--- src/design/lwma_pkg.sv ---
// Shared types, constants and state encoding for the weighted moving average unit.
package lwma_pkg;

  localparam int MAX_PERIOD_DEF = 64;
  localparam int PRICE_W        = 32;
  localparam int DATE_W         = 32;
  localparam int PERIOD_W       = 7;
  localparam logic [PERIOD_W-1:0] PERIOD_RESET = 7'd10;

  localparam int APB_AW = 3;
  localparam int APB_DW = 32;
  // register index codes (paddr[2])
  localparam logic REG_PERIOD = 1'b0;

  typedef struct packed {
    logic [PRICE_W-1:0] close_price;
    logic [DATE_W-1:0]  bar_date;
    logic               restart;
  } in_item_t;

  typedef struct packed {
    logic [PRICE_W-1:0] average;
    logic [DATE_W-1:0]  date_out;
    logic               valid_res;
  } out_item_t;

  typedef enum logic [2:0] {
    ST_IDLE,
    ST_ACCUM,
    ST_DIVIDE,
    ST_DONE
  } state_t;

endpackage

--- src/design/weighted_moving_average_unit.sv ---
// Top level: linear weighted moving average over a circular window of prices.
// Each price transaction is taken in ST_IDLE and written into the window.
// While fewer than period prices have arrived since the last restart, the
// result (valid_res 0, average 0) is loaded straight from ST_DONE. Otherwise a
// sequencer walks the window from newest to oldest, one tap per cycle through
// the memory read port and a shared 32 x 7 multiply-accumulate, then a serial
// divider produces one quotient bit per cycle. The price input stalls until
// the result is placed in the output register, which may still wait while the
// next price is taken. period is written over APB at address 0; 0 acts as 1
// and values above MAX_PERIOD act as MAX_PERIOD.
module weighted_moving_average_unit #(
  parameter int MAX_PERIOD = lwma_pkg::MAX_PERIOD_DEF
) (
  input  logic                          clk,
  input  logic                          rst,
  input  logic                          price_valid,
  output logic                          price_stall,
  input  lwma_pkg::in_item_t            price_item,
  output logic                          result_valid,
  input  logic                          result_stall,
  output lwma_pkg::out_item_t           result_item,
  input  logic                          psel,
  input  logic                          penable,
  input  logic                          pwrite,
  input  logic [lwma_pkg::APB_AW-1:0]   paddr,
  input  logic [lwma_pkg::APB_DW-1:0]   pwdata,
  output logic [lwma_pkg::APB_DW-1:0]   prdata,
  output logic                          pready
);
  import lwma_pkg::*;

  localparam int AW      = (MAX_PERIOD > 1) ? $clog2(MAX_PERIOD) : 1;
  localparam int CW      = $clog2(MAX_PERIOD + 1);
  localparam int DEN_W   = $clog2(MAX_PERIOD * (MAX_PERIOD + 1) / 2 + 1);
  localparam int ACC_W   = PRICE_W + DEN_W;
  localparam int PROD_W  = PRICE_W + CW;
  localparam int DP_W    = 2 * CW + 1;
  localparam int EXT_W   = (CW > PERIOD_W) ? CW : PERIOD_W;

  state_t state, state_next;

  logic [PERIOD_W-1:0] period;
  logic [AW-1:0]       write_slot;
  logic [CW-1:0]       fill_count;

  logic [CW-1:0]       pe;
  logic                item_valid;
  logic [DATE_W-1:0]   item_date;

  logic [AW-1:0]       raddr;
  logic [CW-1:0]       weight;
  logic                tv1, tv2;
  logic [CW-1:0]       wt1;
  logic [PROD_W-1:0]   prod;
  logic [ACC_W-1:0]    acc;
  logic [PRICE_W-1:0]  rdata;

  logic                div_done;
  logic [PRICE_W-1:0]  quotient;
  logic [DEN_W-1:0]    den;
  logic [DP_W-1:0]     den_prod;

  logic                accept, issue, accum_done, div_start, out_load, cfg_wr;
  logic [EXT_W-1:0]    period_ext;
  logic [CW-1:0]       p_eff;
  logic [CW-1:0]       fill_base, fill_new;
  logic                valid_new;

  // ---------------- configuration ----------------
  assign pready = 1'b1;
  assign cfg_wr = psel && penable && pwrite && (paddr[2] == REG_PERIOD);

  always_ff @(posedge clk) begin
    if (rst) begin
      period <= PERIOD_RESET;
    end else if (cfg_wr) begin
      period <= pwdata[PERIOD_W-1:0];
    end
  end

  always_comb begin
    if (paddr[2] == REG_PERIOD) begin
      prdata = APB_DW'(period);
    end else begin
      prdata = '0;
    end
  end

  // ---------------- per-item bookkeeping ----------------
  always_comb begin
    period_ext = EXT_W'(period);
    if (period_ext == '0) begin
      p_eff = CW'(1);
    end else if (period_ext > EXT_W'(MAX_PERIOD)) begin
      p_eff = CW'(MAX_PERIOD);
    end else begin
      p_eff = CW'(period_ext);
    end
    fill_base = price_item.restart ? '0 : fill_count;
    fill_new  = (fill_base < CW'(MAX_PERIOD)) ? (fill_base + CW'(1)) : fill_base;
    valid_new = (fill_new >= p_eff);
  end

  always_ff @(posedge clk) begin
    if (rst) begin
      write_slot <= '0;
      fill_count <= '0;
    end else if (accept) begin
      write_slot <= (write_slot == AW'(MAX_PERIOD - 1)) ? '0 : (write_slot + AW'(1));
      fill_count <= fill_new;
    end
  end

  always_ff @(posedge clk) begin
    if (accept) begin
      pe         <= p_eff;
      item_valid <= valid_new;
      item_date  <= price_item.bar_date;
    end
  end

  // ---------------- sequencer ----------------
  assign accum_done = (weight == '0) && !tv1 && !tv2;

  always_comb begin
    state_next = state;
    case (state)
      ST_IDLE:   if (price_valid) state_next = valid_new ? ST_ACCUM : ST_DONE;
      ST_ACCUM:  if (accum_done) state_next = ST_DIVIDE;
      ST_DIVIDE: if (div_done) state_next = ST_DONE;
      ST_DONE:   if (!result_valid || !result_stall) state_next = ST_IDLE;
      default:   state_next = ST_IDLE;
    endcase
  end

  always_comb begin
    price_stall = 1'b1;
    accept      = 1'b0;
    issue       = 1'b0;
    div_start   = 1'b0;
    out_load    = 1'b0;
    case (state)
      ST_IDLE: begin
        price_stall = 1'b0;
        accept      = price_valid;
      end
      ST_ACCUM: begin
        issue     = (weight != '0);
        div_start = accum_done;
      end
      ST_DIVIDE: ;
      ST_DONE:  out_load = !result_valid || !result_stall;
      default: ;
    endcase
  end

  always_ff @(posedge clk) begin
    if (rst) begin
      state <= ST_IDLE;
    end else begin
      state <= state_next;
    end
  end

  // ---------------- window walk and multiply-accumulate ----------------
  lwma_window_mem #(
    .DEPTH (MAX_PERIOD),
    .AW    (AW)
  ) u_mem (
    .clk     (clk),
    .wr_en   (accept),
    .wr_addr (write_slot),
    .wr_data (price_item.close_price),
    .rd_en   (issue),
    .rd_addr (raddr),
    .rd_data (rdata)
  );

  always_ff @(posedge clk) begin
    if (rst) begin
      weight <= '0;
      tv1    <= 1'b0;
      tv2    <= 1'b0;
    end else begin
      tv1 <= issue;
      tv2 <= tv1;
      if (accept && valid_new) begin
        weight <= p_eff;
      end else if (issue) begin
        weight <= weight - CW'(1);
      end
    end
  end

  // newest tap first, weight falling from period to 1
  always_ff @(posedge clk) begin
    if (accept) begin
      raddr <= write_slot;
      acc   <= '0;
    end else begin
      if (issue) begin
        raddr <= (raddr == '0) ? AW'(MAX_PERIOD - 1) : (raddr - AW'(1));
      end
      if (tv2) begin
        acc <= acc + ACC_W'(prod);
      end
    end
    wt1  <= weight;
    prod <= PROD_W'(rdata) * PROD_W'(wt1);
  end

  // ---------------- division ----------------
  assign den_prod = DP_W'(pe) * (DP_W'(pe) + DP_W'(1));
  assign den      = DEN_W'(den_prod >> 1);

  lwma_divider #(
    .DEN_W (DEN_W),
    .ACC_W (ACC_W)
  ) u_div (
    .clk      (clk),
    .rst      (rst),
    .start    (div_start),
    .dividend (acc),
    .divisor  (den),
    .done     (div_done),
    .quotient (quotient)
  );

  // ---------------- output register ----------------
  always_ff @(posedge clk) begin
    if (rst) begin
      result_valid <= 1'b0;
    end else if (out_load) begin
      result_valid <= 1'b1;
    end else if (!result_stall) begin
      result_valid <= 1'b0;
    end
  end

  always_ff @(posedge clk) begin
    if (out_load) begin
      result_item.average   <= item_valid ? quotient : '0;
      result_item.date_out  <= item_date;
      result_item.valid_res <= item_valid;
    end
  end

  // ---------------- checks ----------------
  a_avg_zero_when_invalid: assert property (@(posedge clk) disable iff (rst)
    (result_valid && !result_item.valid_res) |-> (result_item.average == '0))
    else $error("average nonzero on an invalid result");

  a_fill_bound: assert property (@(posedge clk) disable iff (rst)
    fill_count <= CW'(MAX_PERIOD))
    else $error("fill count above window depth");

  a_div_done_in_divide: assert property (@(posedge clk) disable iff (rst)
    div_done |-> (state == ST_DIVIDE))
    else $error("divider finished outside divide phase");

endmodule

--- src/design/lwma_window_mem.sv ---
// Price window memory: one write port, one registered read port.
module lwma_window_mem #(
  parameter int DEPTH = 64,
  parameter int AW    = 6
) (
  input  logic                         clk,
  input  logic                         wr_en,
  input  logic [AW-1:0]                wr_addr,
  input  logic [lwma_pkg::PRICE_W-1:0] wr_data,
  input  logic                         rd_en,
  input  logic [AW-1:0]                rd_addr,
  output logic [lwma_pkg::PRICE_W-1:0] rd_data
);
  import lwma_pkg::*;

  logic [PRICE_W-1:0] mem [DEPTH];

  always_ff @(posedge clk) begin
    if (wr_en) begin
      mem[wr_addr] <= wr_data;
    end
  end

  always_ff @(posedge clk) begin
    if (rd_en) begin
      rd_data <= mem[rd_addr];
    end
  end

endmodule

--- src/design/lwma_divider.sv ---
// Restoring serial divider: one quotient bit per cycle, PRICE_W-bit quotient.
module lwma_divider #(
  parameter int DEN_W = 12,
  parameter int ACC_W = 44
) (
  input  logic                         clk,
  input  logic                         rst,
  input  logic                         start,
  input  logic [ACC_W-1:0]             dividend,
  input  logic [DEN_W-1:0]             divisor,
  output logic                         done,
  output logic [lwma_pkg::PRICE_W-1:0] quotient
);
  import lwma_pkg::*;

  localparam int CNT_W = (PRICE_W > 1) ? $clog2(PRICE_W) : 1;

  logic             busy;
  logic [CNT_W-1:0] cnt;
  logic [DEN_W:0]   rem;
  logic [DEN_W-1:0] den;
  logic [DEN_W:0]   shifted;
  logic [DEN_W:0]   rem_next;
  logic             qbit;

  // low dividend bits shift out of the top of quotient as result bits shift in
  always_comb begin
    shifted  = {rem[DEN_W-1:0], quotient[PRICE_W-1]};
    qbit     = (shifted >= {1'b0, den});
    rem_next = qbit ? (shifted - {1'b0, den}) : shifted;
  end

  always_ff @(posedge clk) begin
    if (rst) begin
      busy <= 1'b0;
      done <= 1'b0;
      cnt  <= '0;
    end else begin
      done <= 1'b0;
      if (start) begin
        busy <= 1'b1;
        cnt  <= CNT_W'(PRICE_W - 1);
      end else if (busy) begin
        if (cnt == '0) begin
          busy <= 1'b0;
          done <= 1'b1;
        end else begin
          cnt <= cnt - CNT_W'(1);
        end
      end
    end
  end

  always_ff @(posedge clk) begin
    if (start) begin
      rem      <= {1'b0, dividend[ACC_W-1:PRICE_W]};
      quotient <= dividend[PRICE_W-1:0];
      den      <= divisor;
    end else if (busy) begin
      rem      <= rem_next;
      quotient <= {quotient[PRICE_W-2:0], qbit};
    end
  end

  // quotient fits PRICE_W bits only if the partial remainder stays below the divisor
  a_rem_below_den: assert property (@(posedge clk) disable iff (rst)
    busy |-> (rem < {1'b0, den}))
    else $error("divider remainder not below divisor");

endmodule

--- config.mk ---
export PLATFORM = sky130hd
export DESIGN_NAME = weighted_moving_average_unit
export DESIGN_NICKNAME = d
export VERILOG_FILES = /design/src/design/lwma_pkg.sv /design/src/design/weighted_moving_average_unit.sv /design/src/design/lwma_window_mem.sv /design/src/design/lwma_divider.sv
export SDC_FILE = /design/constraint.sdc
export NUM_CORES = 2
export LEC_CHECK = 0
export BUFFER_PORTS_ARGS = -buffer_cell sky130_fd_sc_hd__buf_2
export CAP_MARGIN = 20
export CORE_AREA = 10 10 485 487
export CTS_CLUSTER_DIAMETER = 30
export DETAILED_ROUTE_END_ITERATION = 10
export DIE_AREA = 0 0 495 497
export GPL_TIMING_DRIVEN = 0
export SLEW_MARGIN = 20
export SYNTH_ARGS = -nofsm -noshare
export SYNTH_HDL_FRONTEND = slang
export SYNTH_SLANG_ARGS = --single-unit
--- constraint.sdc ---
create_clock -name clk -period 11.5 [get_ports clk]
set_clock_uncertainty 0.15 [all_clocks]
set_input_delay 0.575 -clock clk [delete_from_list [all_inputs] [get_ports clk]]
set_output_delay 0.575 -clock clk [all_outputs]
set_load 0.005 [all_outputs]
# Yosys cells after proc, flatten, opt, wreduce, memory -nomap -nowiden
# Memory sizes are Yosys's and may differ from the RTL's. A register that Yosys moved wholly into a read port is not among the register bits.
# Cells that the tools add are included.
[word_totals]
in_bits = 107
ram_bits = 2048
register_bits = 297
mem_count = 1
[op_classes]
n_mul = 2
addsub = 8
reduce_logical = 23
mux = 38
order_cmp = 4
bitwise_logic = 2
eq_ne = 10
[mem_list]
columns = ["memory", "words", "word_bits", "read_ports", "rd_clocked_by_memory_dff", "wr", "line", "text"]
rows = [
  ["u_mem.mem", 64, 32, 1, 1, 1, "lwma_window_mem.sv:16", "logic [PRICE_W-1:0] mem [DEPTH];"],
]
[op_table]
columns = ["cell", "n"]
rows = [
  ["$mux W32", 2],
  ["$mux W7", 7],
  ["$add A44 B39 Y44", 1],
  ["$mul A32 B7 Y39", 1],
  ["$mux W12", 3],
  ["$mux W6", 4],
  ["$mux W5", 3],
  ["$logic_not A7 Y1", 2],
  ["$ge A13 B12 Y1", 1],
  ["$mul A7 B8 Y13", 1],
  ["$mux W1", 13],
  ["$mux W3", 4],
  ["$pmux W3 S4", 1],
  ["$sub A12 B12 Y12", 1],
  ["$add A7 B1 Y8 const B", 1],
  ["$ne A2 B2 Y1 const B", 4],
  ["$add A7 B1 Y7 const B", 1],
  ["$ge A7 B7 Y1", 1],
  ["$gt A7 B7 Y1 const B", 1],
  ["$lt A7 B7 Y1 const B", 1],
  ["$reduce_bool A7 Y1", 1],
  ["$sub A7 B1 Y7 const B", 1],
  ["$add A6 B1 Y6 const B", 1],
  ["$eq A3 B2 Y1 const B", 2],
  ["other kinds (17)", 29],
]

# Longest topological paths before layout
[logic_depth]
ltp_word = 7
ltp_mapped = 21
ltp_nobuf = 21

# Modules after synthesis
# Synthesis repeated with hierarchy kept, for this count alone.
[unflattened]
cells_unflattened = 5565
area_unflattened_um2 = 101225.8
[by_module_without_submodules]
columns = ["mod", "cells_per_inst", "area_per_inst_um2", "instances"]
rows = [
  ["lwma_window_mem", 3324, 78835.6, 1],
  ["weighted_moving_average_unit", 1980, 19109.6, 1],
  ["lwma_divider", 261, 3280.6, 1],
]

# Worst setup path before layout
# OpenSTA, ideal clock, no wires.
[synth_timing]
path_kind = "input -> register"
start = "input port result_stall"
end = "register result_item[0] in the netlist's numbering, enable pin"
arrival_ns = 5.315
path_stages = 1
setup_time_ns = 0.587
setup_slack_ns = 5.448
cell_sequence = "a21boi_0"
[synth_between]
elab_chain_len = 3
[synth_lines]
columns = ["item", "line", "text"]
rows = [
  ["start, declared", "weighted_moving_average_unit.sv:20", "input logic result_stall,"],
  ["$logic_not A1 Y1", "n/a", ""],
  ["$logic_or A1 B1 Y1", "weighted_moving_average_unit.sv:152", "ST_DONE: out_load = !result_valid || !result_stall;"],
  ["$mux W1", "weighted_moving_average_unit.sv:142", "case (state)"],
  ["end, declared", "weighted_moving_average_unit.sv:21", "output lwma_pkg::out_item_t result_item,"],
]
# No other way between the ends.
# A chain may end at the register's enable or synchronous reset.

# Worst setup path after layout
[layout_timing]
start = "register wt1[3]"
end = "register prod[32]"
[layout_between]
elab_chain_len = 1
[layout_lines]
columns = ["item", "line", "text"]
rows = [
  ["start, declared", "weighted_moving_average_unit.sv:53", "logic [CW-1:0] wt1;"],
  ["start signal, assigned", "weighted_moving_average_unit.sv:208", "wt1 <= weight;"],
  ["$mul A32 B7 Y39", "weighted_moving_average_unit.sv:209", "prod <= PROD_W'(rdata) * PROD_W'(wt1);"],
  ["end signal, assigned", "weighted_moving_average_unit.sv:209", ""],
  ["end, declared", "weighted_moving_average_unit.sv:54", "logic [PROD_W-1:0] prod;"],
]
# No other way between the ends.

==> impl_metrics.prom <==
# TYPE chip_impl_metric gauge
chip_impl_metric{name="multi_input_comb_area",unit="sq um"} 29400
chip_impl_metric{name="fraction_of_final_layout_cells_with_drive_strength_greater_than_1",unit="%"} 28.4
chip_impl_info{name="path_common_cell",value="fa_1"} 1
chip_impl_info{name="timing.rr.start",value="wt1[3]"} 1
chip_impl_metric{name="detail_route.wirelength",unit="um"} 275000
chip_impl_metric{name="leakage",unit="uW"} 0.0434
chip_impl_metric{name="ys_seq_elements",unit=""} 2376
chip_impl_metric{name="finalHoldViolations",unit=""} 0
chip_impl_metric{name="finalHoldWorstSlack",unit="ps"} 18.9
chip_impl_metric{name="drt_iter0_markers",unit=""} 5638
chip_impl_metric{name="overflow",unit=""} 0
chip_impl_metric{name="final.min_clock_period",unit="ps"} 6160
chip_impl_metric{name="routed-via-count",unit=""} 53900
chip_impl_metric{name="initial_core_util",unit="%"} 44.7
chip_impl_info{name="worst_setup_path_start_kind",value="flip-flop"} 1
chip_impl_metric{name="cap_violations",unit=""} 0
chip_impl_metric{name="post-synth-top-area-fraction",unit="%"} 66.8
chip_impl_metric{name="synthesis.yosys.warnings",unit=""} 0
chip_impl_metric{name="async_reset_ff_share",unit="%"} 0
chip_impl_info{name="grt_setup_unrepaired",value="false"} 1
chip_impl_metric{name="totalPowerFinal",unit="uW"} 32200
chip_impl_info{name="outcome",value="finished clean"} 1
chip_impl_metric{name="cpPeakStageDelay",unit="ps"} 580
chip_impl_metric{name="hpwl",unit="um"} 184000
chip_impl_metric{name="post_cts.resized_instances",unit=""} 0
chip_impl_metric{name="final_stage_net_count",unit=""} 6553
chip_impl_metric{name="path_buf_inv",unit=""} 3
chip_impl_metric{name="drc",unit=""} 0
chip_impl_metric{name="worstMarginPinSlew",unit="ps"} 1170
chip_impl_metric{name="worstPathArrival",unit="ps"} 6810
chip_impl_metric{name="cts_sinks",unit=""} 2376
chip_impl_metric{name="first_global_vias",unit=""} 55500
chip_impl_metric{name="detail_route.wl_per_cell",unit="um"} 29.0
chip_impl_metric{name="mappedNetlistArea",unit="sq um"} 101000
chip_impl_metric{name="die_h",unit="um"} 497
chip_impl_metric{name="final_antenna_violating_net_count",unit=""} 0
chip_impl_metric{name="place.gp.congestion",unit=""} 0.870
chip_impl_metric{name="setup.reg_to_reg.worst_slack",unit="ps"} 5340
chip_impl_metric{name="grt_first_pass_wirelength",unit="um"} 395000
chip_impl_info{name="tritoncts_clock_tree",value="built"} 1
chip_impl_metric{name="placedCellCount",unit=""} 8607
chip_impl_metric{name="core_region_area",unit="sq um"} 226000
chip_impl_metric{name="worst_ep_required_time",unit="ps"} 12150
chip_impl_info{name="cpLargestDelayFamily",value="adder cells"} 1
chip_impl_metric{name="seq_area",unit="sq um"} 70100
chip_impl_info{name="timing.critical_path.slowest_stage_cell",value="dfxtp_1"} 1
chip_impl_info{name="yosys-top-cells-count",value="2,247 x edfxtp_1, 672 x mux4_2, 256 x nand2_1"} 1
chip_impl_info{name="crit_chain",value="clkbuf_1, and2_1, fa_1, fa_1, fa_1, inv_1, fa_1, inv_1, ha_1, nand3_1, nor4b_1, o2bb2ai_1, o31ai_1, a21oi_1, nand4_1, o21ai_0, a41oi_1, xnor2_1"} 1
chip_impl_metric{name="yosys.cell_types.count",unit=""} 85
chip_impl_info{name="yosysTopAreaCell",value="edfxtp_1"} 1
chip_impl_metric{name="max-slew-margin-rel",unit="%"} 21.7
chip_impl_metric{name="postLayoutSetupSlackWorst",unit="ps"} 5340
chip_impl_metric{name="htreeDepth",unit=""} 5
chip_impl_info{name="worst_hold_path_type",value="in2reg"} 1
chip_impl_metric{name="pin_count_of_the_biggest_net_entering_global_routing",unit=""} 65
chip_impl_info{name="regToRegEndpoint",value="prod[32]"} 1
chip_impl_info{name="root_buffer",value="clkbuf_16"} 1
chip_impl_metric{name="min_delay_path_depth",unit=""} 1
chip_impl_metric{name="max_freq",unit="MHz"} 162
chip_impl_metric{name="floorplan.die.width",unit="um"} 495
chip_impl_metric{name="growth_of_design_area_from_synthesis_to_finish",unit="%"} 23.5
chip_impl_metric{name="critical_path_depth",unit=""} 18
chip_impl_metric{name="pre_cts_ws",unit="ps"} 5400
chip_impl_info{name="setup_crit_path_kind",value="reg2reg"} 1
chip_impl_metric{name="post_layout_nonfiller_instances",unit=""} 9495
chip_impl_metric{name="design.portCount",unit=""} 207
chip_impl_info{name="min-delay-start",value="price_item[51]"} 1
chip_impl_metric{name="syn_avg_cell_area",unit="sq um"} 19.1
chip_impl_metric{name="track_usage",unit="%"} 22.1
chip_impl_metric{name="clk_pin_slew",unit="ps"} 50
chip_impl_metric{name="period_share",unit="%"} 53.5
chip_impl_metric{name="drtPass1Iterations",unit=""} 6
chip_impl_metric{name="irDropWorstVdd",unit="V"} 0.000162
chip_impl_metric{name="drt-vias-per-instance",unit=""} 5.67
chip_impl_metric{name="clk-insertion-delay-late",unit="ps"} 1010
chip_impl_metric{name="final.fill_count",unit=""} 17300
chip_impl_info{name="worst_hold_path_ep",value="u_mem.mem[20][18]"} 1
chip_impl_metric{name="final_max_slew_viol_count",unit=""} 0
chip_impl_metric{name="cts-buffers-inserted",unit=""} 453
chip_impl_metric{name="worstPathMaxFanout",unit=""} 10
chip_impl_metric{name="place.port_buffers",unit=""} 151
chip_impl_metric{name="row_count",unit=""} 175
chip_impl_info{name="critPathCaptureType",value="flip-flop"} 1
chip_impl_metric{name="ys_seq_area_share",unit="%"} 69.3
chip_impl_info{name="synth.top_cells.by_area",value="edfxtp_1 67%, mux4_2 15%, fa_1 3.5%, dfxtp_1 2.6%, ha_1 2.0%"} 1
chip_impl_metric{name="die_area",unit="sq um"} 246000
chip_impl_info{name="synth-main-ff-cell",value="edfxtp_1"} 1
chip_impl_metric{name="postSynthCellCount",unit=""} 5303
chip_impl_info{name="synth_most_common_cell",value="edfxtp_1"} 1
chip_impl_metric{name="setup_viol",unit=""} 0
chip_impl_metric{name="power-per-cell-area",unit="nW/um^2"} 258
chip_impl_metric{name="clock_path_buffers",unit=""} 4
chip_impl_metric{name="antenna_found_initial",unit=""} 35
chip_impl_metric{name="synth_enable_flop_cells",unit=""} 2247
chip_impl_metric{name="totalNegativeSetupSlack",unit="ps"} 0
chip_impl_metric{name="timing.reg2reg.worst_path_depth",unit=""} 18
worst max-delay path by stage:
stage | from | to | slack, ps
6_report | wt1[3] | prod[32] | 5340
3_5_place_dp | wt1[2] | prod[38] | 5400
4_1_cts | wt1[4] | prod[26] | 5370
2_1_floorplan | result_stall | result_item[0] | 5450
5_1_grt | wt1[2] | prod[38] | 4970
3_3_place_gp | result_stall | result_item[17] | 3250
worst reg2reg max path, delay by kind of cell (launching register included):
kind,cells,cell delay [ps]
AO/OA/AOI/OAI,5,1210
XOR/XNOR,1,160
flip-flops,1,580
AND/OR/NAND/NOR,4,970
buffers and inverters,3,640
adder cells (fa/ha/maj),5,2330
flip-flops by register name, summed over array words and instances, names as in the netlist, 12 cells and up:
name,flops
u_mem.mem,2048
result_item,65
acc,44
prod,39
item_date,32
u_div.quotient,32
u_mem.rd_data,32
u_div.den,12
u_div.rem,12
kinds of logic (layout without fill, tap and decap cells):
| kind of cell | Yosys count | in the layout | share of synthesized area (%) |
|---|---|---|---|
| flip-flops | 2376 | 2376 | 69.3 |
| AND/OR/NAND/NOR | 865 | 865 | 4.27 |
| multiplexers | 706 | 706 | 15.3 |
| buffers and inverters | 515 | 1663 | 2.13 |
| AO/OA/AOI/OAI | 401 | 401 | 2.57 |
| adder cells (fa/ha/maj) | 339 | 339 | 5.53 |
| XOR/XNOR | 99 | 99 | 0.858 |
| other | 2 | 37 | 0.00743 |
cell type report:
type,count,share of cell area (%)
antenna,11,0.0221
buffer,273,1.03
clock buffer,530,9.47
clock inverter,293,2.68
inverter,242,0.728
multi-input combinational,2436,23.6
sequential,2376,56.2
tap,3009,3.02
timing repair buffer,325,3.30
per-stage QoR:
step | cell area [sq um] | util [%]
finish | 125000 | 55.2
detailed placement | 109000 | 48.2
global route | 125000 | 55.2
CTS | 125000 | 55.2
global placement | 106000 | 46.8
floorplan | 101000 | -
power breakdown:
group / switching, uW / internal (uW) / total, uW
clock: 4330 / 8680 / 13000
sequential: 220 / 10100 / 10300
combinational: 5250 / 3650 / 8900
placed cells by master, fill, tap and decap left out, drive strengths merged, types with 14 or more instances in the layout:
cell type    instances
clkinv             150
dlygate4sd3         52
nand2              256
bufinv              62
dfxtp              129
nor2               175
a21o                58
mux2i               32
and2               208
edfxtp            2247
nor2b               42
clkinvlp            58
nand2b              32
buf                369
nor3                28
a21oi              127
o21bai              14
xor2                36
mux4               672
and3                18
nand3               41
nand4               16
o21ai               77
conb                26
xnor2               63
ha                 160
o21a                16
inv                265
clkbuf             706
a31oi               22
fa                 179
layer usage:
layer	global-route usage, %	wire [um]
met1	29.3	107000
met2	35.7	133000
met3	4.58	22200
met4	9.20	12500
met5	0	103
timing repair:
item	4_1_cts	5_1_grt
setup buffers	0	0
setup endpoints to repair	0	0
hold buffers	51	1
hold endpoints to repair	148	1
Power figures use the tool's default switching activity.
